## src/hdl/ft12_pkg.sv

```systemverilog
// ============================================================================
// ft12_pkg
// Types and constants of the FT1.2 frame receiver.
// ============================================================================
`default_nettype none

package ft12_pkg;

    // input op codes
    localparam logic OP_BYTE = 1'b0;
    localparam logic OP_TICK = 1'b1;

    // result status codes
    localparam logic [1:0] ST_BYTE  = 2'd0;
    localparam logic [1:0] ST_ABORT = 2'd1;
    localparam logic [1:0] ST_SYNC  = 2'd2;

    // frame kinds
    localparam logic [1:0] KIND_VAR    = 2'd0;
    localparam logic [1:0] KIND_FIXED  = 2'd1;
    localparam logic [1:0] KIND_SINGLE = 2'd2;

    // start bytes
    localparam logic [7:0] START_VAR    = 8'h68;
    localparam logic [7:0] START_FIXED  = 8'h10;
    localparam logic [7:0] START_SINGLE = 8'hE5;

    // bytes after the length byte beyond L, and fixed-frame base length
    localparam logic [8:0] VAR_EXTRA   = 9'd4;
    localparam logic [8:0] FIXED_EXTRA = 9'd3;

    // configuration register indexes
    localparam logic REG_ADDR_LEN  = 1'b0;
    localparam logic REG_GAP_LIMIT = 1'b1;

    localparam logic [1:0]  ADDR_LEN_RESET  = 2'd1;
    localparam logic [15:0] GAP_LIMIT_RESET = 16'd300;

    typedef enum logic [1:0] {
        PH_HUNT,
        PH_LEN,
        PH_BODY,
        PH_DISCARD
    } phase_t;

    typedef struct packed {
        logic [1:0]  address_length;
        logic [15:0] char_gap_limit;
    } cfg_t;

    typedef struct packed {
        logic [1:0] status;
        logic [1:0] frame_kind;
        logic [7:0] byte_value;
        logic [8:0] byte_index;
        logic       last;
    } result_t;

endpackage

`default_nettype wire

```

## src/hdl/ft12_rx_core.sv

```systemverilog
// ============================================================================
// ft12_rx_core
// Frame delimiter state machine: one transaction in, zero or one result out.
// ============================================================================
`default_nettype none

module ft12_rx_core (
    input  wire                   aclk,
    input  wire                   aresetn,
    input  wire                   in_fire,
    input  wire                   in_op,
    input  wire  [7:0]            in_byte,
    input  ft12_pkg::cfg_t        cfg,
    output logic                  res_valid,
    output ft12_pkg::result_t     res
);

    ft12_pkg::phase_t phase_reg, phase_next;
    logic [1:0]       kind_reg, kind_next;
    logic [8:0]       left_reg, left_next;
    logic [8:0]       pos_reg, pos_next;
    logic [15:0]      gap_reg, gap_next;

    always_ff @(posedge aclk) begin
        if (!aresetn) begin
            phase_reg <= ft12_pkg::PH_HUNT;
            kind_reg  <= ft12_pkg::KIND_VAR;
            left_reg  <= '0;
            pos_reg   <= '0;
            gap_reg   <= '0;
        end else begin
            phase_reg <= phase_next;
            kind_reg  <= kind_next;
            left_reg  <= left_next;
            pos_reg   <= pos_next;
            gap_reg   <= gap_next;
        end
    end

    always_comb begin
        logic [8:0] left_dec;
        left_dec   = left_reg - 9'd1;
        phase_next = phase_reg;
        kind_next  = kind_reg;
        left_next  = left_reg;
        pos_next   = pos_reg;
        gap_next   = gap_reg;
        res_valid  = 1'b0;
        res        = '0;

        if (in_fire) begin
            if (in_op == ft12_pkg::OP_TICK) begin
                if (phase_reg != ft12_pkg::PH_HUNT) begin
                    if (gap_reg >= cfg.char_gap_limit) begin
                        gap_next = '0;
                        case (phase_reg)
                            ft12_pkg::PH_LEN: begin
                                phase_next     = ft12_pkg::PH_DISCARD;
                                res_valid      = 1'b1;
                                res.status     = ft12_pkg::ST_SYNC;
                                res.frame_kind = ft12_pkg::KIND_VAR;
                            end
                            ft12_pkg::PH_BODY: begin
                                phase_next     = ft12_pkg::PH_HUNT;
                                res_valid      = 1'b1;
                                res.status     = ft12_pkg::ST_ABORT;
                                res.frame_kind = kind_reg;
                                res.byte_index = pos_reg;
                            end
                            default: begin
                                phase_next = ft12_pkg::PH_HUNT;
                            end
                        endcase
                    end else begin
                        gap_next = gap_reg + 16'd1;
                    end
                end
            end else begin
                gap_next = '0;
                case (phase_reg)
                    ft12_pkg::PH_HUNT: begin
                        res_valid      = 1'b1;
                        res.byte_value = in_byte;
                        if (in_byte == ft12_pkg::START_VAR) begin
                            kind_next      = ft12_pkg::KIND_VAR;
                            phase_next     = ft12_pkg::PH_LEN;
                            pos_next       = 9'd1;
                            res.status     = ft12_pkg::ST_BYTE;
                            res.frame_kind = ft12_pkg::KIND_VAR;
                        end else if (in_byte == ft12_pkg::START_FIXED) begin
                            kind_next      = ft12_pkg::KIND_FIXED;
                            phase_next     = ft12_pkg::PH_BODY;
                            left_next      = ft12_pkg::FIXED_EXTRA
                                             + {7'd0, cfg.address_length};
                            pos_next       = 9'd1;
                            res.status     = ft12_pkg::ST_BYTE;
                            res.frame_kind = ft12_pkg::KIND_FIXED;
                        end else if (in_byte == ft12_pkg::START_SINGLE) begin
                            kind_next      = ft12_pkg::KIND_SINGLE;
                            res.status     = ft12_pkg::ST_BYTE;
                            res.frame_kind = ft12_pkg::KIND_SINGLE;
                            res.last       = 1'b1;
                        end else begin
                            phase_next     = ft12_pkg::PH_DISCARD;
                            res.status     = ft12_pkg::ST_SYNC;
                            res.frame_kind = ft12_pkg::KIND_VAR;
                        end
                    end
                    ft12_pkg::PH_LEN: begin
                        left_next      = {1'b0, in_byte} + ft12_pkg::VAR_EXTRA;
                        pos_next       = 9'd2;
                        phase_next     = ft12_pkg::PH_BODY;
                        res_valid      = 1'b1;
                        res.status     = ft12_pkg::ST_BYTE;
                        res.frame_kind = ft12_pkg::KIND_VAR;
                        res.byte_value = in_byte;
                        res.byte_index = 9'd1;
                    end
                    ft12_pkg::PH_BODY: begin
                        left_next      = left_dec;
                        pos_next       = pos_reg + 9'd1;
                        if (left_dec == '0) begin
                            phase_next = ft12_pkg::PH_HUNT;
                        end
                        res_valid      = 1'b1;
                        res.status     = ft12_pkg::ST_BYTE;
                        res.frame_kind = kind_reg;
                        res.byte_value = in_byte;
                        res.byte_index = pos_reg;
                        res.last       = (left_dec == '0);
                    end
                    default: begin
                        // discarding: byte only restarts the gap timer
                    end
                endcase
            end
        end
    end

endmodule

`default_nettype wire

```

## src/hdl/ft12_out_buf.sv

```systemverilog
// ============================================================================
// ft12_out_buf
// Output register with one skid entry between core and result channel.
// ============================================================================
`default_nettype none

module ft12_out_buf (
    input  wire                   aclk,
    input  wire                   aresetn,
    input  wire                   in_valid,
    input  ft12_pkg::result_t     in_data,
    output logic                  in_ready,
    output logic                  out_valid,
    output ft12_pkg::result_t     out_data,
    input  wire                   out_ready
);

    logic              main_valid_reg;
    logic              skid_valid_reg;
    ft12_pkg::result_t main_reg;
    ft12_pkg::result_t skid_reg;
    logic              main_take;

    assign in_ready  = !skid_valid_reg;
    assign out_valid = main_valid_reg;
    assign out_data  = main_reg;
    assign main_take = !main_valid_reg || out_ready;

    always_ff @(posedge aclk) begin
        if (!aresetn) begin
            main_valid_reg <= 1'b0;
            skid_valid_reg <= 1'b0;
        end else if (main_take) begin
            main_valid_reg <= skid_valid_reg || in_valid;
            skid_valid_reg <= 1'b0;
        end else if (in_valid) begin
            skid_valid_reg <= 1'b1;
        end
    end

    // in_valid is only raised while the skid entry is free
    always_ff @(posedge aclk) begin
        if (main_take) begin
            main_reg <= skid_valid_reg ? skid_reg : in_data;
        end else if (in_valid) begin
            skid_reg <= in_data;
        end
    end

endmodule

`default_nettype wire

```

## src/hdl/ft12_frame_receiver.sv

```systemverilog
// Each result is registered into the output register, or into the skid entry on a stall.
// Throughput: one input transaction per cycle; s_ready drops only when the one-entry
//   skid buffer is full, i.e. the result side has stalled with two results pending.
// Ticks and discarded bytes yield no result but are held off too while s_ready is low.
// Reset: synchronous, active-low aresetn; state returns to hunting, buffers empty,
//   address_length = 1 and char_gap_limit = 300.
// ============================================================================
// ft12_frame_receiver
// FT1.2 frame delimiter: splits a received UART byte stream, paced by
// millisecond ticks, into variable, fixed and single-character frames.
// ============================================================================
`default_nettype none

module ft12_frame_receiver (
    input  wire         aclk,
    input  wire         aresetn,
    // configuration write port
    input  wire         cfg_wr_en,
    input  wire         cfg_index,
    input  wire  [15:0] cfg_wdata,
    // input channel: received bytes and ticks
    input  wire         s_valid,
    output logic        s_ready,
    input  wire         s_op,
    input  wire  [7:0]  s_rx_byte,
    // result channel: frame bytes, aborts and sync errors
    output logic        m_valid,
    input  wire         m_ready,
    output logic [1:0]  m_status,
    output logic [1:0]  m_frame_kind,
    output logic [7:0]  m_byte_value,
    output logic [8:0]  m_byte_index,
    output logic        m_last
);

    ft12_pkg::cfg_t    cfg_reg;
    ft12_pkg::result_t core_res;
    ft12_pkg::result_t out_res;
    logic              core_res_valid;
    logic              in_fire;

    // Configuration registers. Writes are only expected while the block is idle.
    always_ff @(posedge aclk) begin
        if (!aresetn) begin
            cfg_reg.address_length <= ft12_pkg::ADDR_LEN_RESET;
            cfg_reg.char_gap_limit <= ft12_pkg::GAP_LIMIT_RESET;
        end else if (cfg_wr_en) begin
            case (cfg_index)
                ft12_pkg::REG_ADDR_LEN:  cfg_reg.address_length <= cfg_wdata[1:0];
                ft12_pkg::REG_GAP_LIMIT: cfg_reg.char_gap_limit <= cfg_wdata;
                default: begin
                end
            endcase
        end
    end

    // A transaction is taken whenever the skid entry is free, so the state
    // machine advances exactly once per accepted byte or tick.
    assign in_fire = s_valid && s_ready;

    ft12_rx_core u_core (
        .aclk      (aclk),
        .aresetn   (aresetn),
        .in_fire   (in_fire),
        .in_op     (s_op),
        .in_byte   (s_rx_byte),
        .cfg       (cfg_reg),
        .res_valid (core_res_valid),
        .res       (core_res)
    );

    // Output register plus skid entry: keeps input flowing while a result
    // waits on m_ready.
    ft12_out_buf u_out (
        .aclk      (aclk),
        .aresetn   (aresetn),
        .in_valid  (core_res_valid),
        .in_data   (core_res),
        .in_ready  (s_ready),
        .out_valid (m_valid),
        .out_data  (out_res),
        .out_ready (m_ready)
    );

    assign m_status     = out_res.status;
    assign m_frame_kind = out_res.frame_kind;
    assign m_byte_value = out_res.byte_value;
    assign m_byte_index = out_res.byte_index;
    assign m_last       = out_res.last;

endmodule

`default_nettype wire

```

## config.mk

```make
export PLATFORM = sky130hd
export DESIGN_NAME = ft12_frame_receiver
export DESIGN_NICKNAME = d
export VERILOG_FILES = /design/src/hdl/ft12_pkg.sv /design/src/hdl/ft12_rx_core.sv /design/src/hdl/ft12_out_buf.sv /design/src/hdl/ft12_frame_receiver.sv
export SDC_FILE = /design/constraint.sdc
export NUM_CORES = 1
export LEC_CHECK = 0
export ABC_AREA = 1
export ABC_CLOCK_PERIOD_IN_PS = 7200
export CAP_MARGIN = 20
export CORE_MARGIN = 2
export CORE_UTILIZATION = 65
export DETAILED_ROUTE_END_ITERATION = 8
export DONT_BUFFER_PORTS = 1
export PLACE_DENSITY = 0.82
export SKIP_LAST_GASP = 1
export SYNTH_ARGS = -nofsm -noshare
export SYNTH_HDL_FRONTEND = slang
export SYNTH_HIERARCHICAL = 1
export SYNTH_SLANG_ARGS = --single-unit
```

## constraint.sdc

```tcl
create_clock -name aclk -period 7.2 [get_ports aclk]
set_input_delay 2.16 -clock aclk [delete_from_list [all_inputs] [get_ports aclk]]
set_output_delay 2.16 -clock aclk [all_outputs]
set_load 0.05 [all_outputs]
```

**Word level (Yosys, flattened, before mapping)**

Cells that the tools add are included.

- Flip-flop bits (word level): 102
- Output and inout port bits: 24
- Logic and storage cells: 111

- Add/sub/neg operators: 5
- Magnitude comparators: 1
- Equality and inequality tests: 12
- Muxes and demuxes: 48
- Bitwise operators: 4
- Reductions and logical operators: 22

Operators by type and width:

| operator | number |
|---|---|
| $mux W9 | 8 |
| $pmux W9 S3 | 2 |
| $mux W16 | 3 |
| $mux W22 | 2 |
| $pmux W12 S3 | 1 |
| $mux W4 | 6 |
| $mux W2 | 11 |
| $pmux W9 S2 | 1 |
| $add A16 B1 Y16 const B | 1 |
| $ge A16 B16 Y1 | 1 |
| $mux W1 | 10 |
| $add A8 B3 Y9 const B | 1 |
| $add A9 B1 Y9 const B | 1 |
| $logic_not A9 Y1 | 1 |
| $sub A9 B1 Y9 const B | 1 |
| $eq A8 B5 Y1 const B | 1 |
| $eq A8 B7 Y1 const B | 1 |
| $eq A8 B8 Y1 const B | 1 |
| $mux W8 | 1 |
| $pmux W4 S2 | 1 |
| $reduce_and A2 Y1 | 4 |
| $reduce_and A4 Y1 | 2 |
| $ne A2 B1 Y1 const B | 3 |
| $pmux W2 S3 | 1 |
| 20 further kinds | 27 |

**Depth between registers and ports, before layout**

- Depth in word-level cells: 8
- Mapped depth: 16
- Depth with buffers taken out: 16

**Cells and area by module**

The synthesis kept the hierarchy.

Modules (own cells, without submodules):

| module | times used | cells each | area each (µm²) |
|---|---|---|---|
| ft12_rx_core | 1 | 465 | 3236.9 |
| ft12_out_buf | 1 | 127 | 1737.9 |
| ft12_frame_receiver | 1 | 83 | 721.9 |

**Worst setup path after synthesis**

No wires, ideal clock.

- Kind: input to register
- From: input port s_valid
- To: register u_out/skid_reg[0] (netlist name) (enable)
- Data arrival time: 3.874 ns
- Slack: 2.925 ns
- Cell stages on the path: 9
- Path through: nand2_1 -> inv_1 -> buf_4 -> inv_2 -> nor2_1 -> nand2_1 -> o31ai_1 -> inv_1 -> nor2_1

- Word-level cells in the longest chain between the ends: 3

Ends and longest elaborated chain:

| item | RTL line | text |
|---|---|---|
| start, declared | ft12_frame_receiver.sv:22 | `input wire s_valid,` |
| $logic_and A1 B1 Y1 | ft12_frame_receiver.sv:59 | `assign in_fire = s_valid && s_ready;` |
| via in_fire | ft12_frame_receiver.sv:40 | `logic in_fire;` |
| $mux W1 | ft12_rx_core.sv:51 | `if (in_fire) begin` |
| via core_res_valid | ft12_frame_receiver.sv:39 | `logic core_res_valid;` |
| $reduce_and A2 Y1 (no line) | - |  |
| end signal, assigned | ft12_out_buf.sv:46 | `skid_reg <= in_data;` |
| end, declared | ft12_out_buf.sv:21 | `ft12_pkg::result_t skid_reg;` |

The timed path passes the listed nets, and every way through them passes these cells.
A chain may end at the register's enable or synchronous reset.

**Worst setup path in the final report**

- From: register u_out.skid_valid_reg
- To: output port s_ready

- Word-level cells in the longest chain between the ends: 1

Ends and longest elaborated chain:

| item | RTL line | text |
|---|---|---|
| start, declared | ft12_out_buf.sv:19 | `logic skid_valid_reg;` |
| start signal, assigned | ft12_out_buf.sv:32 | `skid_valid_reg <= 1'b0;` |
| start signal, assigned | ft12_out_buf.sv:35 | `skid_valid_reg <= 1'b0;` |
| start signal, assigned | ft12_out_buf.sv:37 | `skid_valid_reg <= 1'b1;` |
| $logic_not A1 Y1 | ft12_out_buf.sv:24 | `assign in_ready = !skid_valid_reg;` |
| end, declared | ft12_frame_receiver.sv:23 | `output logic s_ready,` |

Every way passes these cells.

==> metrics <==
commonest non-fill, non-tap cell in the layout nand2_1; commonest cells after routing, fill and taps aside nand2_1, inv_1, nor2_1; syn_area_per_cell 8.44 um2; Die H 97.6 um; WL per Instance 13.7 um; LEAKAGE 0.00245 uW; unrepaired setup endpoints after global routing no; TritonRoute pass-1 iters 5; final setup skew 0.0121 ns; Area Growth Syn to Fin 2.94%; largest net degree at the start of global routing 33; Post-synth EDFFs 44; num rows 34; Synth async-reset ratio 0%; antenna viol nets, final 0; global-route wire length before repair 18.8 mm; Longest Clk Path Bufs 2; Worst path slowest cell dfxtp_1; Mapped Area 5700 um2; Mapped Nets 737; worst-case vdd ir drop 0.123 mV; ys flop type dfxtp_1; vias per cell 5.53; PortBufs 0; drt drc 0; Top delay family on crit path flip-flops; Initial Util 66.3%; Post CTS Setup Buffer Count 0; status completed; Setup crit start kind register; minimum clock period after layout 3.71 ns; fin crit share 51.5%; largest fanout on the critical path 25; max cap viols 0; Post-DP HPWL 8.16 mm; hold_buf cts 0; Num CTS Buffers 9; Power Density 199 nW/um2; final setup fails 0; Post-Route Setup TNS 0 ns; R2R setup slack 4.33 ns; #FFs+latches synth 102; proportion of layout cells with a drive suffix above 1 15.9%; DRT Wirelength 10.7 mm; Iter 0 DRT Violations 260; clk sinks 102; worst-margin pin slew 0.908 ns; Synth Instances 675; CP endpoint kind primary output; yosys warns 6; sequential fraction of the synthesis area 43.6%; area of the core 8590 um2; Final GP Congestion 0.897; max-slew violations 0; TritonCTS clock tree yes; critical path's largest stage delay 0.91 ns; design area 5860 um2; number of diodes 0; clock slew at reported path FFs 0.10 ns; grt total ovfl 0; Hold Vio Cnt, Final 0; max frequency 0.270 GHz; CTS H-tree lvls 3; global-route usage over all layers 23.7%; post_cts resized 0; placed inst area 5680 um2; initial antenna violation count 0; Horiz. Die Dim 97.6 um; crit-path cells inv_6; Data arrival, critical path 1.55 ns; unique cell type count in the Yosys netlist 52; worst skew pair latency 0.37 ns; via count 4331; Final #Nets 732; die area 9530 um2; Slew HR 39.3%; root buf cell clkbuf_8; crit path kind reg -> out; hold crit path type reg -> reg; io pins 55; Buf+Inv Stages, Crit Path 1; required time worst endpoint 5.04 ns; vias in the first global route 4227
[per-stage QoR]
step           util (%)  std cells  hold slack, ns  total power [uW]  setup WS [ns]
6_report           68.2        783           0.484              1170           3.49
5_1_grt            68.2        783           0.514              1220           3.36
4_1_cts            68.2        783           0.481              1170           3.50
3_5_place_dp       66.1        767           0.463               836           3.24
3_3_place_gp       66.1        767           0.453               829           3.39
2_1_floorplan         -        675           0.441               811           2.93
[cells by family after synthesis]
logic type                 after synthesis  share of synthesized area [%]
and+or+nand+nor                        343                           29.6
xor gates and xnor gates                16                           2.46
adders and majority gates               31                           6.81
AOI/OAI and AO/OA                       86                           9.20
DFF                                    102                           43.6
buffers and inverters                   97                           8.32
[final timing paths]
kind                                                   startpoint                           end  cells past startpoint
worst min-delay path                      cfg_reg[5]$_SDFFE_PN1P_       cfg_reg[5]$_SDFFE_PN1P_                      2
worst max register to register  u_out/skid_valid_reg$_SDFFE_PP0P_  u_out/skid_reg[20]$_DFFE_PP_                     10
worst min register to register            cfg_reg[5]$_SDFFE_PN1P_       cfg_reg[5]$_SDFFE_PN1P_                      2
worst max-delay path            u_out/skid_valid_reg$_SDFFE_PP0P_                       s_ready                      1
[synth_stat cells (3+ instances only)]
cell type | count | area [um2]
buf_4 | 4 | 30.0
nand4_1 | 7 | 43.8
nand3_1 | 36 | 180
nor2_1 | 65 | 244
a31oi_1 | 3 | 18.8
nand2_4 | 6 | 67.6
nand3_2 | 4 | 40.0
o21ai_1 | 5 | 25.0
clkinv_1 | 3 | 11.3
dfxtp_1 | 58 | 1160
a21oi_1 | 31 | 155
edfxtp_1 | 44 | 1320
inv_1 | 68 | 255
inv_2 | 5 | 18.8
xnor2_1 | 6 | 52.6
ha_1 | 31 | 388
buf_2 | 3 | 15.0
xor2_1 | 10 | 87.6
o21ai_2 | 7 | 61.3
nor3_2 | 3 | 30.0
nand2_2 | 19 | 119
nor3_1 | 12 | 60.1
buf_6 | 6 | 67.6
nor2_4 | 3 | 33.8
nor2_2 | 29 | 181
o21ai_0 | 23 | 115
nand2_1 | 150 | 563
[per-layer routing]
metal	up-vias	wire (um)	share of wire, %	global-route usage [%]
li1	2190	-	-	-
met4	0	172	1.6	7.05
met5	-	0	0	0
met1	1987	4820	45	30.7
met3	18	510	4.7	3.24
met2	136	5250	49	41.4
[cell type report]
| type | instances | area (um2) |
|---|---|---|
| Clock inverter | 7 | 61.3 |
| Inverter | 80 | 314 |
| Fill cell | 688 | 2730 |
| Timing Repair Buffer | 1 | 7.51 |
| Clock buffer | 9 | 124 |
| Sequential cell | 102 | 2480 |
| Multi-Input combinational cell | 476 | 2740 |
| Tap cell | 108 | 135 |
[power by group]
part | switching, uW | total, uW | internal, uW | leakage, uW
clock network | 210 | 344 | 134 | 0.0000985
registers | 44.2 | 669 | 624 | 0.000925
logic | 106 | 156 | 49.9 | 0.00143
No activity file was read; power rests on OpenSTA's default activity.
